`src/sv/svpwm_pkg.sv`:
```
`timescale 1ns / 1ps
// ---------------------------------------------------------------------------
// svpwm_pkg: shared types and constants for the SVPWM timing block
// Fixed-point widths, the sector code type, queue beat and result layouts.
// ---------------------------------------------------------------------------
package svpwm_pkg;

  // field widths
  localparam int VW  = 16;   // voltage fields, Q8.8
  localparam int PW  = 16;   // effective period bits
  localparam int SEW = 3;    // sector number

  // numerator path
  localparam int NW   = 35;  // signed numerators K*v
  localparam int AW   = 34;  // magnitude of a numerator
  localparam int MAGW = 42;  // |P*num| / 256

  // dwell path
  localparam int TW  = 34;   // signed dwell terms in Q8 ticks
  localparam int SW  = 35;   // signed Tx + Ty
  localparam int PRW = PW + TW;  // P * |T|
  localparam int WW  = 38;   // signed compare arithmetic

  // pipelined divider: dividend < divisor * 2^DIV_QW is required
  localparam int DIV_NW = 58;
  localparam int DIV_DW = 35;
  localparam int DIV_QW = 34;

  // queue between front and back
  localparam int QDEPTH = 8;
  localparam int QAW    = 3;
  localparam int QCW    = 4;

  localparam logic [PW-1:0] PERIOD_RST = PW'(16800);
  localparam logic [VW-1:0] BUS_MIN    = VW'(256);   // 1.0 V in Q8.8

  // Q16 constants
  localparam logic signed [NW-1:0] K_SQRT3      = NW'(113512);
  localparam logic signed [NW-1:0] K_HALF_SQRT3 = NW'(56756);
  localparam logic signed [NW-1:0] K_THREE_HALF = NW'(98304);

  // sector code N = 4C + 2B + A
  typedef enum logic [2:0] {
    SC_NONE_LO = 3'd0,
    SC_N1      = 3'd1,
    SC_N2      = 3'd2,
    SC_N3      = 3'd3,
    SC_N4      = 3'd4,
    SC_N5      = 3'd5,
    SC_N6      = 3'd6,
    SC_NONE_HI = 3'd7
  } sect_code_t;

  // one queue beat: divider operands and what travels with them
  typedef struct packed {
    logic [MAGW-1:0] mag_x;
    logic [MAGW-1:0] mag_y;
    logic [MAGW-1:0] mag_z;
    logic            neg_x;
    logic            neg_y;
    logic            neg_z;
    logic [VW-1:0]   bus;
    logic [PW-1:0]   per;
    sect_code_t      code;
    logic            uv;
  } q_entry_t;

  typedef struct packed {
    logic [QCW-1:0] level;
  } q_stat_t;

  typedef struct packed {
    logic            vld;
    logic [PW-1:0]   cmp_a;
    logic [PW-1:0]   cmp_b;
    logic [PW-1:0]   cmp_c;
    logic [SEW-1:0]  sector;
    logic            uv;
    logic            ovm;
  } res_t;

  function automatic logic [SEW-1:0] sector_num(input sect_code_t c);
    logic [SEW-1:0] s;
    case (c)
      SC_N1:   s = SEW'(2);
      SC_N2:   s = SEW'(6);
      SC_N3:   s = SEW'(1);
      SC_N4:   s = SEW'(4);
      SC_N5:   s = SEW'(3);
      SC_N6:   s = SEW'(5);
      default: s = SEW'(0);
    endcase
    return s;
  endfunction

endpackage

```
`src/sv/svpwm_front.sv`:
```
`timescale 1ns / 1ps
// ---------------------------------------------------------------------------
// svpwm_front: input stage of the SVPWM timing block
// Takes the vector beat, classifies the sector, forms |P*num|/256 per term.
// ---------------------------------------------------------------------------
module svpwm_front (
  input  logic                        clk,
  input  logic                        rst_n,
  input  logic                        start,
  output logic                        busy,
  input  logic signed [svpwm_pkg::VW-1:0] v_alpha,
  input  logic signed [svpwm_pkg::VW-1:0] v_beta,
  input  logic [svpwm_pkg::VW-1:0]    bus_voltage,
  input  logic [svpwm_pkg::PW-1:0]    period,
  input  svpwm_pkg::q_stat_t          q_stat,
  output logic                        push,
  output svpwm_pkg::q_entry_t         push_data
);
  import svpwm_pkg::*;

  logic accept;

  // stage 1: captured beat
  logic                 f1_vld_r;
  logic signed [VW-1:0] f1_va_r, f1_vb_r;
  logic [VW-1:0]        f1_bus_r;
  logic [PW-1:0]        f1_per_r;

  // stage 2: constant products
  logic                 f2_vld_r;
  logic signed [NW-1:0] f2_sqvb_r, f2_sqva_r, f2_hsvb_r, f2_thva_r;
  logic signed [VW-1:0] f2_vb_r;
  logic [VW-1:0]        f2_bus_r;
  logic [PW-1:0]        f2_per_r;
  logic                 f2_uv_r;

  // stage 3: numerators and sector code
  logic                 f3_vld_r;
  logic signed [NW-1:0] f3_nx_r, f3_ny_r, f3_nz_r;
  sect_code_t           f3_code_r;
  logic [VW-1:0]        f3_bus_r;
  logic [PW-1:0]        f3_per_r;
  logic                 f3_uv_r;

  // stage 4: magnitudes
  logic                 f4_vld_r;
  logic [AW-1:0]        f4_ax_r, f4_ay_r, f4_az_r;
  logic                 f4_nx_r, f4_ny_r, f4_nz_r;
  sect_code_t           f4_code_r;
  logic [VW-1:0]        f4_bus_r;
  logic [PW-1:0]        f4_per_r;
  logic                 f4_uv_r;

  logic [QCW:0]         used;
  logic signed [NW-1:0] vb_sh;
  logic                 bit_a, bit_b, bit_c;
  logic [PRW-1:0]       px, py, pz;

  // credit check: queue level plus everything still in flight here
  assign used = (QCW+1)'(q_stat.level) + (QCW+1)'(f1_vld_r) + (QCW+1)'(f2_vld_r)
              + (QCW+1)'(f3_vld_r) + (QCW+1)'(f4_vld_r);
  assign busy   = (used >= (QCW+1)'(QDEPTH));
  assign accept = start && !busy;

  assign vb_sh = NW'(f2_vb_r) <<< 16;
  assign bit_a = (f2_vb_r > 0);
  assign bit_b = (f2_sqva_r > vb_sh);
  assign bit_c = (-f2_sqva_r > vb_sh);

  assign px = PRW'(f4_per_r) * PRW'(f4_ax_r);
  assign py = PRW'(f4_per_r) * PRW'(f4_ay_r);
  assign pz = PRW'(f4_per_r) * PRW'(f4_az_r);

  always_ff @(posedge clk) begin
    if (!rst_n) begin
      f1_vld_r <= 1'b0;
      f2_vld_r <= 1'b0;
      f3_vld_r <= 1'b0;
      f4_vld_r <= 1'b0;
    end else begin
      f1_vld_r <= accept;
      f2_vld_r <= f1_vld_r;
      f3_vld_r <= f2_vld_r;
      f4_vld_r <= f3_vld_r;
    end
  end

  always_ff @(posedge clk) begin
    if (accept) begin
      f1_va_r  <= v_alpha;
      f1_vb_r  <= v_beta;
      f1_bus_r <= bus_voltage;
      f1_per_r <= period;
    end

    f2_sqvb_r <= NW'(f1_vb_r) * K_SQRT3;
    f2_sqva_r <= NW'(f1_va_r) * K_SQRT3;
    f2_hsvb_r <= NW'(f1_vb_r) * K_HALF_SQRT3;
    f2_thva_r <= NW'(f1_va_r) * K_THREE_HALF;
    f2_vb_r   <= f1_vb_r;
    f2_bus_r  <= f1_bus_r;
    f2_per_r  <= f1_per_r;
    f2_uv_r   <= (f1_bus_r < BUS_MIN);

    f3_nx_r   <= f2_sqvb_r;
    f3_ny_r   <= f2_hsvb_r + f2_thva_r;
    f3_nz_r   <= f2_hsvb_r - f2_thva_r;
    f3_code_r <= sect_code_t'({bit_c, bit_b, bit_a});
    f3_bus_r  <= f2_bus_r;
    f3_per_r  <= f2_per_r;
    f3_uv_r   <= f2_uv_r;

    f4_nx_r   <= f3_nx_r[NW-1];
    f4_ny_r   <= f3_ny_r[NW-1];
    f4_nz_r   <= f3_nz_r[NW-1];
    f4_ax_r   <= AW'(f3_nx_r[NW-1] ? -f3_nx_r : f3_nx_r);
    f4_ay_r   <= AW'(f3_ny_r[NW-1] ? -f3_ny_r : f3_ny_r);
    f4_az_r   <= AW'(f3_nz_r[NW-1] ? -f3_nz_r : f3_nz_r);
    f4_code_r <= f3_code_r;
    f4_bus_r  <= f3_bus_r;
    f4_per_r  <= f3_per_r;
    f4_uv_r   <= f3_uv_r;
  end

  // products land in the queue storage; /256 of a magnitude is a shift
  always_comb begin
    push              = f4_vld_r;
    push_data.mag_x   = MAGW'(px[PRW-1:8]);
    push_data.mag_y   = MAGW'(py[PRW-1:8]);
    push_data.mag_z   = MAGW'(pz[PRW-1:8]);
    push_data.neg_x   = f4_nx_r;
    push_data.neg_y   = f4_ny_r;
    push_data.neg_z   = f4_nz_r;
    push_data.bus     = f4_bus_r;
    push_data.per     = f4_per_r;
    push_data.code    = f4_code_r;
    push_data.uv      = f4_uv_r;
  end

endmodule

```
`config.mk`:
```
export PLATFORM = sky130hd
export DESIGN_NAME = svpwm_front
export DESIGN_NICKNAME = d
export VERILOG_FILES = /design/src/sv/svpwm_pkg.sv /design/src/sv/svpwm_front.sv
export SDC_FILE = /design/constraint.sdc
export NUM_CORES = 2
export LEC_CHECK = 0
export ABC_AREA = 1
export BUFFER_PORTS_ARGS = -buffer_cell sky130_fd_sc_hd__buf_4
export CAP_MARGIN = 5
export CORE_MARGIN = 2
export CORE_UTILIZATION = 40
export DETAILED_ROUTE_END_ITERATION = 8
export PLACE_DENSITY = 0.63
export SLEW_MARGIN = 10
export SYNTH_ARGS = -nofsm -noshare
export SYNTH_HDL_FRONTEND = slang
export SYNTH_SLANG_ARGS = --single-unit
```
`constraint.sdc`:
```
create_clock -name clk -period 6.94 [get_ports clk]
set_input_delay 0.347 -clock clk [delete_from_list [all_inputs] [get_ports clk]]
set_output_delay 0.347 -clock clk [all_outputs]
set_load 0.005 [all_outputs]
```
==> impl_metrics.env <==
export IMPL_run_status="finished, final reports clean"
export IMPL_cp_num_buf_inv=11
export IMPL_grt_max_degree=52
export IMPL_fill_cells=18800
export IMPL_h_tree_depth=2
export IMPL_setup_ws_ns=0.148
export IMPL_placed_area_um2=82800
export IMPL_diodes=0
export IMPL_fin_area_um2=87800
export IMPL_grtUsageTotal_pct=23.1
export IMPL_globalplace_congestion=0.940
export IMPL_maxSlewHeadroom_pct=46.4
export IMPL_die_height_um=445
export IMPL_rsz0062_at_grt="yes"
export IMPL_finalCritPeriodShare_pct=97.9
export IMPL_ios=238
export IMPL_cts_buffers_inserted=48
export IMPL_mostFrequentLayoutCells="inv_1, nand2_1, fa_1, ha_1, buf_4"
export IMPL_path_clk_slew_ns=0.06
export IMPL_grt_overflow_total=0
export IMPL_fin_crit_ns=6.79
export IMPL_drt_first_pass_iters=5
export IMPL_synthFlopType="dfxtp_1"
export IMPL_clock_sinks=433
export IMPL_clk_latency_ns=0.69
export IMPL_antenna_left=0
export IMPL_place_ws_ns=0.324
export IMPL_drc=0
export IMPL_hold_slack_ns=0.104
export IMPL_avgSynthCellArea_um2=7.91
export IMPL_netlist_area_um2=77700
export IMPL_grt_pass1_vias=66000
export IMPL_cp_slowest_cell="fa_1"
export IMPL_cts_tree="built"
export IMPL_clockRootBuffer="clkbuf_16"
export IMPL_slowest_delay_ns=0.53
export IMPL_crit_top_cell="inv_1"
export IMPL_wl_um=231000
export IMPL_fmax_mhz=147
export IMPL_coreArea_um2=193000
export IMPL_worst_pin_slew_ns=0.805
export IMPL_arrival_ns=6.44
export IMPL_area_growth_pct=13.0
export IMPL_syn_nets=12000
export IMPL_path_class="flip-flop to output port"
export IMPL_maxSlewViolCount=0
export IMPL_drive_gt1_share_pct=9.60
export IMPL_timing_final_hold_violations=0
export IMPL_crit_required_ns=6.59
export IMPL_final_setup_viol_count=0
export IMPL_fin_util_pct=45.6
export IMPL_drtIter0Drc=4280
export IMPL_cp_start_kind="flip-flop"
export IMPL_cts_buffer_depth=3
export IMPL_io_buffers=237
export IMPL_critPathTopFamily="adder cells"
export IMPL_vias=62100
export IMPL_clock_skew_ns=0.0599
export IMPL_place_hpwl_um=189000
export IMPL_holdCritPathClass="primary input to flip-flop"
export IMPL_ys_seq_area_share_pct=12.0
export IMPL_die_w_um=445
export IMPL_vias_per_cell=4.93
export IMPL_crit_fanout=21
export IMPL_cap_violations=0
export IMPL_num_nets_final=12200
export IMPL_num_rows=161
export IMPL_yosys_warnings=0
export IMPL_cp_end_kind="output port"
export IMPL_antenna_found_initial=5
export IMPL_start_util_pct=40.3
export IMPL_die_area_um2=198000
export IMPL_synthArstFlopShare_pct=0
export IMPL_synth_distinct_cells=59
export IMPL_routedWlPerCell_um=18.3
export IMPL_synth_seq_cells=433
export IMPL_mostFrequentLayoutCell="inv_1"
export IMPL_syn_instance_count=9821
export IMPL_synth_edff_count=64
export IMPL_grt_pass1_wl_um=361000
per-stage QoR:
| step | cells | setup TNS (ns) |
|---|---|---|
| floorplan | 9821 | 0 |
| global placement | 12400 | 0 |
| detailed placement | 12400 | 0 |
| CTS | 12500 | 0 |
| global route | 12600 | -0.582 |
| finish | 12600 | 0 |
worst reg2reg max path, delay by kind of cell, from the launching register on:
family | cells | cell delay (ns)
xor gates and xnor gates | 1 | 0.17
AOI/OAI and AO/OA | 4 | 0.82
buffers and inverters | 4 | 0.39
adders and majority gates | 7 | 3.27
and+or+nand+nor | 1 | 0.21
DFF | 1 | 0.59
path summary, 6_finish.rpt:
path / startpoint / to / slack, ns / cells past startpoint
max: f4_per_r[4] / push_data[159] / 0.15 / 27
min: q_stat[3] / f1_vld_r / 0.10 / 3
max reg2reg: f1_va_r[14] / f2_sqva_r[33] / 1.43 / 17
min reg2reg: f2_per_r[11] / f3_per_r[11] / 0.29 / 0
cell usage after synthesis, drive strengths merged, types with 2 or more instances:
master	count	share of area [%]
clkbuf	362	1.8
xor2	214	2.4
a21boi	15	0.14
a211oi	4	0.039
clkinv	2	0.011
buf	16	0.11
and3	6	0.048
nor3b	4	0.039
o31ai	6	0.058
edfxtp	64	2.5
fa	1487	38
a21oi	327	2.1
nor2	471	2.3
nor3	78	0.53
nand4	53	0.43
o21ai	234	1.5
or2	5	0.040
o21bai	43	0.42
o211ai	4	0.039
a31oi	20	0.16
a21o	24	0.23
xnor2	57	0.64
inv	2695	13
ha	643	10
nand3	203	1.3
nand3b	3	0.034
nor4	17	0.14
nand2	2363	11
and2	5	0.040
dfxtp	369	9.5
o21a	17	0.16
metal layers:
metal / vias up / track usage, % / part of all wire, %
met2: 1951 / 40.0 / 49
met3: 387 / 2.29 / 5.6
met1: 30800 / 30.1 / 42
li1: 28900 / - / -
met5: - / 0 / 0.0091
met4: 4 / 7.64 / 4.0
final cells by class:
class | instances | area [um2] | area share, %
inverter | 2697 | 10100 | 11.5
clock inverter | 27 | 308 | 0.350
clock buffer | 63 | 1380 | 1.57
tap | 2526 | 3160 | 3.60
multi-input combinational | 6313 | 58300 | 66.4
sequential | 433 | 9450 | 10.8
timing repair buffer | 535 | 5060 | 5.76
sequential cells by signal, summed over array words and instances, names as in the netlist, 19 cells and up:
register   cells
f4_ay_r       31
f2_thva_r     19
f3_nx_r       31
f2_sqva_r     30
f4_ax_r       31
f4_az_r       31
f2_hsvb_r     29
f3_ny_r       20
f3_nz_r       19
timing repair:
item                       CTS  global route
hold buffers                66             0
pin swaps                    4            32
setup buffers               26            35
resized for setup          102           384
hold endpoints to repair    68             0
setup endpoints to repair   85            87
gates cloned                 3            12
cell families after synthesis:
group | share of synthesized area (%)
AND/OR/NAND/NOR | 16.4
flip-flops | 12.0
multiplexers | 0.0129
adder cells (fa/ha/maj) | 48.6
AO/OA/AOI/OAI | 4.97
XOR/XNOR | 3.05
buffers and inverters | 14.9
Power is not shown: default switching activity piles up to over one toggle a cycle in this logic, so the estimate is an artifact.
