$ cat config.mk
export PLATFORM = sky130hd
export DESIGN_NAME = svpwm_fifo
export DESIGN_NICKNAME = d
export VERILOG_FILES = /design/src/sv/svpwm_pkg.sv /design/src/sv/svpwm_fifo.sv
export SDC_FILE = /design/constraint.sdc
export NUM_CORES = 1
export LEC_CHECK = 0
export ABC_AREA = 0
export ABC_CLOCK_PERIOD_IN_PS = 41000
export BUFFER_PORTS_ARGS = -buffer_cell sky130_fd_sc_hd__buf_2
export CAP_MARGIN = 15
export CORE_ASPECT_RATIO = 0.8
export CORE_UTILIZATION = 30
export DETAILED_ROUTE_END_ITERATION = 10
export PLACE_DENSITY = 0.55
export SLEW_MARGIN = 20
export SYNTH_ARGS = -nofsm -noshare
export SYNTH_HDL_FRONTEND = slang
export SYNTH_SLANG_ARGS = --single-unit
$ cat constraint.sdc
create_clock -name clk -period 41 [get_ports clk]
set_clock_uncertainty 0.15 [all_clocks]
set_input_delay 4.1 -clock clk [delete_from_list [all_inputs] [get_ports clk]]
set_output_delay 4.1 -clock clk [all_outputs]
set_load 0.02 [all_outputs]
$ cat src/sv/svpwm_pkg.sv
`timescale 1ns / 1ps
// ---------------------------------------------------------------------------
// svpwm_pkg: shared types and constants for the SVPWM timing block
// Fixed-point widths, the sector code type, queue beat and result layouts.
// ---------------------------------------------------------------------------
package svpwm_pkg;

  // field widths
  localparam int VW  = 16;   // voltage fields, Q8.8
  localparam int PW  = 16;   // effective period bits
  localparam int SEW = 3;    // sector number

  // numerator path
  localparam int NW   = 35;  // signed numerators K*v
  localparam int AW   = 34;  // magnitude of a numerator
  localparam int MAGW = 42;  // |P*num| / 256

  // dwell path
  localparam int TW  = 34;   // signed dwell terms in Q8 ticks
  localparam int SW  = 35;   // signed Tx + Ty
  localparam int PRW = PW + TW;  // P * |T|
  localparam int WW  = 38;   // signed compare arithmetic

  // pipelined divider: dividend < divisor * 2^DIV_QW is required
  localparam int DIV_NW = 58;
  localparam int DIV_DW = 35;
  localparam int DIV_QW = 34;

  // queue between front and back
  localparam int QDEPTH = 8;
  localparam int QAW    = 3;
  localparam int QCW    = 4;

  localparam logic [PW-1:0] PERIOD_RST = PW'(16800);
  localparam logic [VW-1:0] BUS_MIN    = VW'(256);   // 1.0 V in Q8.8

  // Q16 constants
  localparam logic signed [NW-1:0] K_SQRT3      = NW'(113512);
  localparam logic signed [NW-1:0] K_HALF_SQRT3 = NW'(56756);
  localparam logic signed [NW-1:0] K_THREE_HALF = NW'(98304);

  // sector code N = 4C + 2B + A
  typedef enum logic [2:0] {
    SC_NONE_LO = 3'd0,
    SC_N1      = 3'd1,
    SC_N2      = 3'd2,
    SC_N3      = 3'd3,
    SC_N4      = 3'd4,
    SC_N5      = 3'd5,
    SC_N6      = 3'd6,
    SC_NONE_HI = 3'd7
  } sect_code_t;

  // one queue beat: divider operands and what travels with them
  typedef struct packed {
    logic [MAGW-1:0] mag_x;
    logic [MAGW-1:0] mag_y;
    logic [MAGW-1:0] mag_z;
    logic            neg_x;
    logic            neg_y;
    logic            neg_z;
    logic [VW-1:0]   bus;
    logic [PW-1:0]   per;
    sect_code_t      code;
    logic            uv;
  } q_entry_t;

  typedef struct packed {
    logic [QCW-1:0] level;
  } q_stat_t;

  typedef struct packed {
    logic            vld;
    logic [PW-1:0]   cmp_a;
    logic [PW-1:0]   cmp_b;
    logic [PW-1:0]   cmp_c;
    logic [SEW-1:0]  sector;
    logic            uv;
    logic            ovm;
  } res_t;

  function automatic logic [SEW-1:0] sector_num(input sect_code_t c);
    logic [SEW-1:0] s;
    case (c)
      SC_N1:   s = SEW'(2);
      SC_N2:   s = SEW'(6);
      SC_N3:   s = SEW'(1);
      SC_N4:   s = SEW'(4);
      SC_N5:   s = SEW'(3);
      SC_N6:   s = SEW'(5);
      default: s = SEW'(0);
    endcase
    return s;
  endfunction

endpackage

$ cat src/sv/svpwm_fifo.sv
`timescale 1ns / 1ps
// ---------------------------------------------------------------------------
// svpwm_fifo: short queue between front and back
// Drains one beat a cycle whenever not empty; read data is registered.
// ---------------------------------------------------------------------------
module svpwm_fifo (
  input  logic                 clk,
  input  logic                 rst_n,
  input  logic                 push,
  input  svpwm_pkg::q_entry_t  push_data,
  output svpwm_pkg::q_stat_t   q_stat,
  output logic                 rd_vld,
  output svpwm_pkg::q_entry_t  rd_data
);
  import svpwm_pkg::*;

  q_entry_t       mem [QDEPTH];
  logic [QAW-1:0] wr_ptr_r, rd_ptr_r;
  logic [QCW-1:0] level_r, level_nxt;
  logic           pop;
  logic           rd_vld_r;
  q_entry_t       rd_data_r;

  assign pop = (level_r != '0);

  always_comb begin
    level_nxt = level_r;
    if (push && !pop) begin
      level_nxt = level_r + QCW'(1);
    end else if (pop && !push) begin
      level_nxt = level_r - QCW'(1);
    end
  end

  always_ff @(posedge clk) begin
    if (!rst_n) begin
      wr_ptr_r <= '0;
      rd_ptr_r <= '0;
      level_r  <= '0;
      rd_vld_r <= 1'b0;
    end else begin
      if (push) begin
        wr_ptr_r <= wr_ptr_r + QAW'(1);
      end
      if (pop) begin
        rd_ptr_r <= rd_ptr_r + QAW'(1);
      end
      level_r  <= level_nxt;
      rd_vld_r <= pop;
    end
  end

  always_ff @(posedge clk) begin
    if (push) begin
      mem[wr_ptr_r] <= push_data;
    end
    if (pop) begin
      rd_data_r <= mem[rd_ptr_r];
    end
  end

  assign q_stat.level = level_r;
  assign rd_vld       = rd_vld_r;
  assign rd_data      = rd_data_r;

  // the front's credit count must keep the queue from overflowing
  a_no_overflow: assert property (@(posedge clk) disable iff (!rst_n)
    !(push && !pop && level_r == QCW'(QDEPTH)))
    else $error("svpwm_fifo: push into a full queue");

endmodule

==> results.py, run 1 <==
metrics = {
    "detailed_routing": {
        "drtIter0Drc": 1519,
        "routedWlPerCell_um": 23.2,
        "wirelength_um": 119000,
        "routed_via_density": 4.57,
        "num_vias": 23400,
        "drc": 0,
        "drtAntennaViolNets": 0,
        "dr.pass1.iters": 4,
    },
    "yosys": {
        "netlist_instances": 2140,
        "yosys_register_bits": 1496,
        "synthTopCellsByArea": "edfxtp_1 81%, mux4_2 10%, mux4_1 3.5%, mux2_2 3.4%, buf_6 0.61%",
        "yosys_warnings": 0,
        "synth_area_sq_um": 55400,
        "yosysTopAreaCell": "edfxtp_1",
        "ys_types": 28,
        "ys_seq_area_share_pct": 80.9,
        "yosys.area.top_type_share_pct": 80.5,
        "syn_nets": 2313,
        "synth_area_per_cell_sq_um": 25.9,
    },
    "cts": {
        "cts_tree": "yes",
        "h-tree-depth": 4,
        "cts.sinks": 1496,
        "clock-root-buffer": "clkbuf_16",
        "post_cts_resized": 0,
        "postCtsSetupBuffers": 0,
        "ctsHoldBuffers": 0,
        "cts.clk_slew.worst_paths_ns": 0.06,
        "insertion_delay_ns": 0.78,
        "cts_made_buffers": 158,
        "clock_path_buffers": 3,
    },
    "power": {
        "total_power_w": 0.00421,
        "p_leak_nw": 20.6,
        "ir_drop_mv": 0.0424,
        "p_per_area_nw_per_um2": 64.7,
    },
    "grt": {
        "track_usage_pct": 12.7,
        "antenna_found_initial": 54,
        "grt_pass1_wl_um": 173000,
        "grt_max_degree": 127,
        "overflow": 0,
        "grt_pass1_vias": 24300,
    },
    "floorplan": {
        "boundaryPins": 338,
        "fp.dieH_um": 386,
        "die_x_um": 482,
        "start_util_pct": 30.3,
        "die_area_sq_um": 186000,
        "core_area_sq_um": 183000,
        "row_count": 140,
    },
    "placement": {
        "dp_hpwl_um": 65900,
        "gp_congestion": 0.691,
        "numPortBuffers": 337,
        "placed_area_sq_um": 59900,
    },
    "layout": {
        "fin_nets": 2754,
        "syn_to_final_growth_pct": 17.4,
        "final_cell_mix": "1485 x edfxtp_1, 337 x buf_2, 256 x mux4_2",
        "final_common_cell": "edfxtp_1",
        "post-route-util_pct": 35.6,
        "fill_cells": 16700,
        "drive_above_1_share_pct": 38.2,
        "postLayoutCellArea_sq_um": 65000,
    },
    "timing": {
        "max_freq_mhz": 143,
        "min_period_ns": 6.98,
        "setup_violations": 0,
        "tns_ns": 0,
        "timing_hold_violations_final": 0,
        "max_slew.worst_pin.slew_ns": 1.04,
        "hold_slack_ns": 0.371,
        "fin_crit_sh_pct": 17.0,
        "maxSlewHeadroom_pct": 30.7,
        "slew_viol_final": 0,
        "rsz0062_at_grt": "false",
    },
    "setup_path": {
        "crit_path_max_fanout": 59,
        "cp-end-kind": "flip-flop",
        "cp_cell_sequence": "buf_2, nand2_1, nor2_4, buf_4, buf_4, buf_4",
        "worst_setup_path_start_kind": "input pin",
        "worstPathArrival_ns": 7.22,
        "cp.buffers_inverters": 4,
        "required_ns": 41.23,
        "cp_slowest_stage_delay_ns": 0.84,
        "path_class": "in2reg",
        "cp_common_cell": "buf_4",
        "critPathSlowestCell": "buf_4",
        "crit_family": "buffers and inverters",
    },
    "run": {
        "maxCapViolCount": 0,
    },
    "run_status": {
        "outcome": "complete, no violations",
    },
    "min_path": {
        "hp-class": "reg2reg",
    },
}
-- area by class of cell --
cell class | count | area, sq um | area share (%)
Antenna cell | 6 | 15.0 | 0.0231
Clock buffer | 198 | 4170 | 6.42
Clock inverter | 87 | 911 | 1.40
Inverter | 2 | 15.0 | 0.0231
Multi-Input combinational cell | 549 | 9980 | 15.4
Sequential cell | 1496 | 44800 | 69.0
Tap cell | 2414 | 3020 | 4.65
Timing Repair Buffer | 374 | 2040 | 3.14
-- flip-flops by register name, summed over array words and instances, names as in the netlist --
register / count
q_stat: 4
rd_ptr_r: 3
rd_data: 165
rd_vld: 1
mem: 1320
wr_ptr_r: 3
-- worst min-delay path, stage by stage, from the launching register on --
cell     delay (ns)
dfxtp_1        0.34
nand2_1        0.06
mux2i_1        0.07
-- power breakdown --
group	switching [W]	leakage, nW	internal (W)
combinational	0.000487	4.37	0.000386
sequential	0.0000625	13.7	0.00186
clock	0.000593	2.46	0.000813
-- synthesized netlist by cell type --
master / number
mux2i_1: 2
ha_1: 5
and2_1: 8
nand2b_1: 4
buf_8: 3
inv_1: 2
buf_2: 11
a21boi_0: 1
buf_6: 30
a31oi_1: 1
nor2_1: 8
mux2_2: 165
mux4_2: 256
a211oi_1: 1
clkbuf_1: 26
nand2_1: 9
nor4_2: 1
xnor2_1: 5
dfxtp_1: 11
a21oi_1: 1
nor2b_1: 1
buf_1: 23
edfxtp_1: 1485
nand3_1: 1
nor3_1: 2
xor2_1: 2
mux4_1: 74
o21ai_0: 2
-- layer usage --
layer	vias up	share of wire [%]	global-route usage, %
met4	38	1.9	3.03
met5	-	0.21	0
li1	10200	-	-
met3	250	4.9	3.26
met2	502	51	21.6
met1	12500	42	16.2
-- cell families (layout without fill, tap and decap cells) --
kind of cell | after synthesis | in the layout | synth area share [%]
DFF | 1496 | 1496 | 80.9
muxes | 497 | 497 | 17.3
buffers and inverters | 95 | 661 | 1.14
and+or+nand+nor | 34 | 34 | 0.312
xor gates and xnor gates | 7 | 7 | 0.111
AOI/OAI and AO/OA | 6 | 6 | 0.0655
adders and majority gates | 5 | 5 | 0.113
other | 0 | 6 | 0
-- final timing paths --
check                            startpoint          end  slack (ns)  depth (start not counted)
worst max register to register  wr_ptr_r[0]  mem[5][107]       37.10                          5
worst min register to register    q_stat[3]    q_stat[3]        0.37                          2
worst min-delay path              q_stat[3]    q_stat[3]        0.37                          2
worst max-delay path                   push  mem[5][107]       34.02                          6
-- metrics by stage --
step                      worst slack, ns  std cells
after detailed placement            33.03       4835
after global routing                33.79       5121
final                               34.02       5126
after global placement              33.05       4835
after CTS                           33.87       5120
after floorplan                     24.64       2140
(Power assumes the default switching activity.)
==> run 2, diff against run 1 <==
ABC_CLOCK_PERIOD_IN_PS = 6260   (was 41000)
PLACE_DENSITY = 0.57   (was 0.55)
clock period = 6.26 ns   (was 41 ns; I/O delays follow)
==> results.py, run 2 (synthesis gave the netlist of run 1 again) <==
metrics = {
    "detailed_routing": {
        "drc": 0,
        "routedWlPerCell_um": 22.4,
        "drtAntennaViolNets": 0,
        "routed_via_density": 4.56,
        "dr.pass1.iters": 5,
        "drtIter0Drc": 1621,
        "wirelength_um": 118000,
        "num_vias": 24100,
    },
    "grt": {
        "busiest_layer": "met2",
        "overflow": 0,
        "antenna_found_initial": 10,
        "grt_pass1_wl_um": 172000,
        "grtUsageMet2_pct": 21.6,
        "grt_pass1_vias": 25700,
        "track_usage_pct": 12.7,
        "grtUsageMet3_pct": 3.09,
        "grt_max_degree": 129,
        "grtUsageMet1_pct": 16.1,
    },
    "min_path": {
        "min_to": "q_stat[3]",
        "hp-start": "q_stat[3]",
        "hold_depth": 2,
        "hp-class": "reg2reg",
    },
    "timing": {
        "rsz0062_at_grt": "false",
        "maxSlewHeadroom_pct": 29.3,
        "timing_hold_violations_final": 0,
        "fin_crit_sh_pct": 48.5,
        "max_slew.worst_pin.slew_ns": 1.06,
        "min_period_ns": 3.03,
        "slew_viol_final": 0,
        "setup_violations": 0,
        "worst_slack_ns": 3.23,
        "max_freq_mhz": 330,
        "tns_ns": 0,
    },
    "floorplan": {
        "core_area_sq_um": 183000,
        "die_area_sq_um": 186000,
        "start_util_pct": 30.3,
        "row_count": 140,
        "boundaryPins": 338,
        "die_x_um": 482,
        "fp.dieH_um": 386,
    },
    "layout": {
        "fin_nets": 2911,
        "final_common_cell": "edfxtp_1",
        "syn_to_final_growth_pct": 20.4,
        "postLayoutCellArea_sq_um": 66600,
        "final_cell_mix": "1485 x edfxtp_1, 337 x buf_2, 256 x mux4_2",
        "regMostFlops": "mem",
        "post-route-util_pct": 36.5,
        "regArea_sq_um": 44800,
        "drive_above_1_share_pct": 35.5,
        "fill_cells": 16600,
        "largest_register_ffs": 1320,
        "multiInputGateArea_sq_um": 9990,
    },
    "cts": {
        "clock-root-buffer": "clkbuf_16",
        "cts.clk_slew.worst_paths_ns": 0.06,
        "cts_tree": "yes",
        "insertion_delay_ns": 0.77,
        "clock_path_buffers": 3,
        "h-tree-depth": 4,
        "cts.sinks": 1496,
        "cts_made_buffers": 152,
        "ctsHoldBuffers": 167,
        "postCtsSetupBuffers": 0,
        "post_cts_resized": 0,
    },
    "setup_path": {
        "cp.buffers_inverters": 1,
        "critPathSlowestCell": "dfxtp_4",
        "cp_slowest_stage_delay_ns": 0.96,
        "crit_family": "flip-flops",
        "crit_path_max_fanout": 82,
        "required_ns": 6.61,
        "cp_cell_sequence": "buf_12, mux4_1, mux2_2",
        "ff2ff_path_depth": 3,
        "worstPathArrival_ns": 3.38,
        "r2r_start": "rd_ptr_r[0]",
        "cp-end-kind": "flip-flop",
        "reg2reg_to": "rd_data[72]",
        "path_class": "reg2reg",
        "worst_setup_path_start_kind": "flip-flop",
        "r2r_slack_ns": 3.23,
        "worst-path-stages": 3,
    },
    "power": {
        "p_leak_nw": 21.2,
        "total_power_w": 0.0273,
        "p_per_area_nw_per_um2": 410,
        "ir_drop_mv": 0.446,
    },
    "placement": {
        "dp_hpwl_um": 57900,
        "placed_area_sq_um": 60100,
        "numPortBuffers": 337,
        "gp_congestion": 0.680,
        "pre_cts_slack_ns": 3.11,
    },
    "run": {
        "maxCapViolCount": 0,
    },
    "run_status": {
        "outcome": "complete, no violations",
    },
}
## run 2: worst max path at each step
stage / slack (ns) / start / end
after floorplan: -2.19 / push / mem[1][0]
after global placement: 3.10 / push / mem[4][81]
after detailed placement: 3.11 / push / mem[4][81]
after CTS: 3.15 / rd_ptr_r[0] / rd_data[72]
after global routing: 3.04 / rd_ptr_r[0] / rd_data[72]
final: 3.23 / rd_ptr_r[0] / rd_data[72]
## run 2: where the power goes
part / internal [W] / switching, W
Combinational: 0.00262 / 0.00319
Clock: 0.00504 / 0.00382
Sequential: 0.0122 / 0.000405
## run 2: worst min-delay path, cell delays in order, from the launching register on
cell	delay [ns]
dfxtp_1	0.34
nand2_1	0.06
mux2i_1	0.05
## run 2: final cells by class
cell class	count	share of cell area (%)
flip-flops and latches	1496	67.3
clock buffers	179	5.99
well taps	2414	4.53
diodes	4	0.0150
repair buffers	537	5.84
clock inverters	98	1.34
inverters	2	0.0225
multi-input cells	549	15.0
## run 2: layer usage
metal  vias up  share of wire, %
li1      10500                 -
met1     12900                42
met2       476                51
met3       165               4.9
met4        12               1.8
met5         -             0.063
## run 2: stage by stage
| step | hold slack [ns] | cells |
|---|---|---|
| after floorplan | 0.411 | 2140 |
| after global placement | 0.339 | 4831 |
| after detailed placement | 0.346 | 4831 |
| after CTS | 0.357 | 5275 |
| after global routing | 0.373 | 5278 |
| final | 0.353 | 5279 |
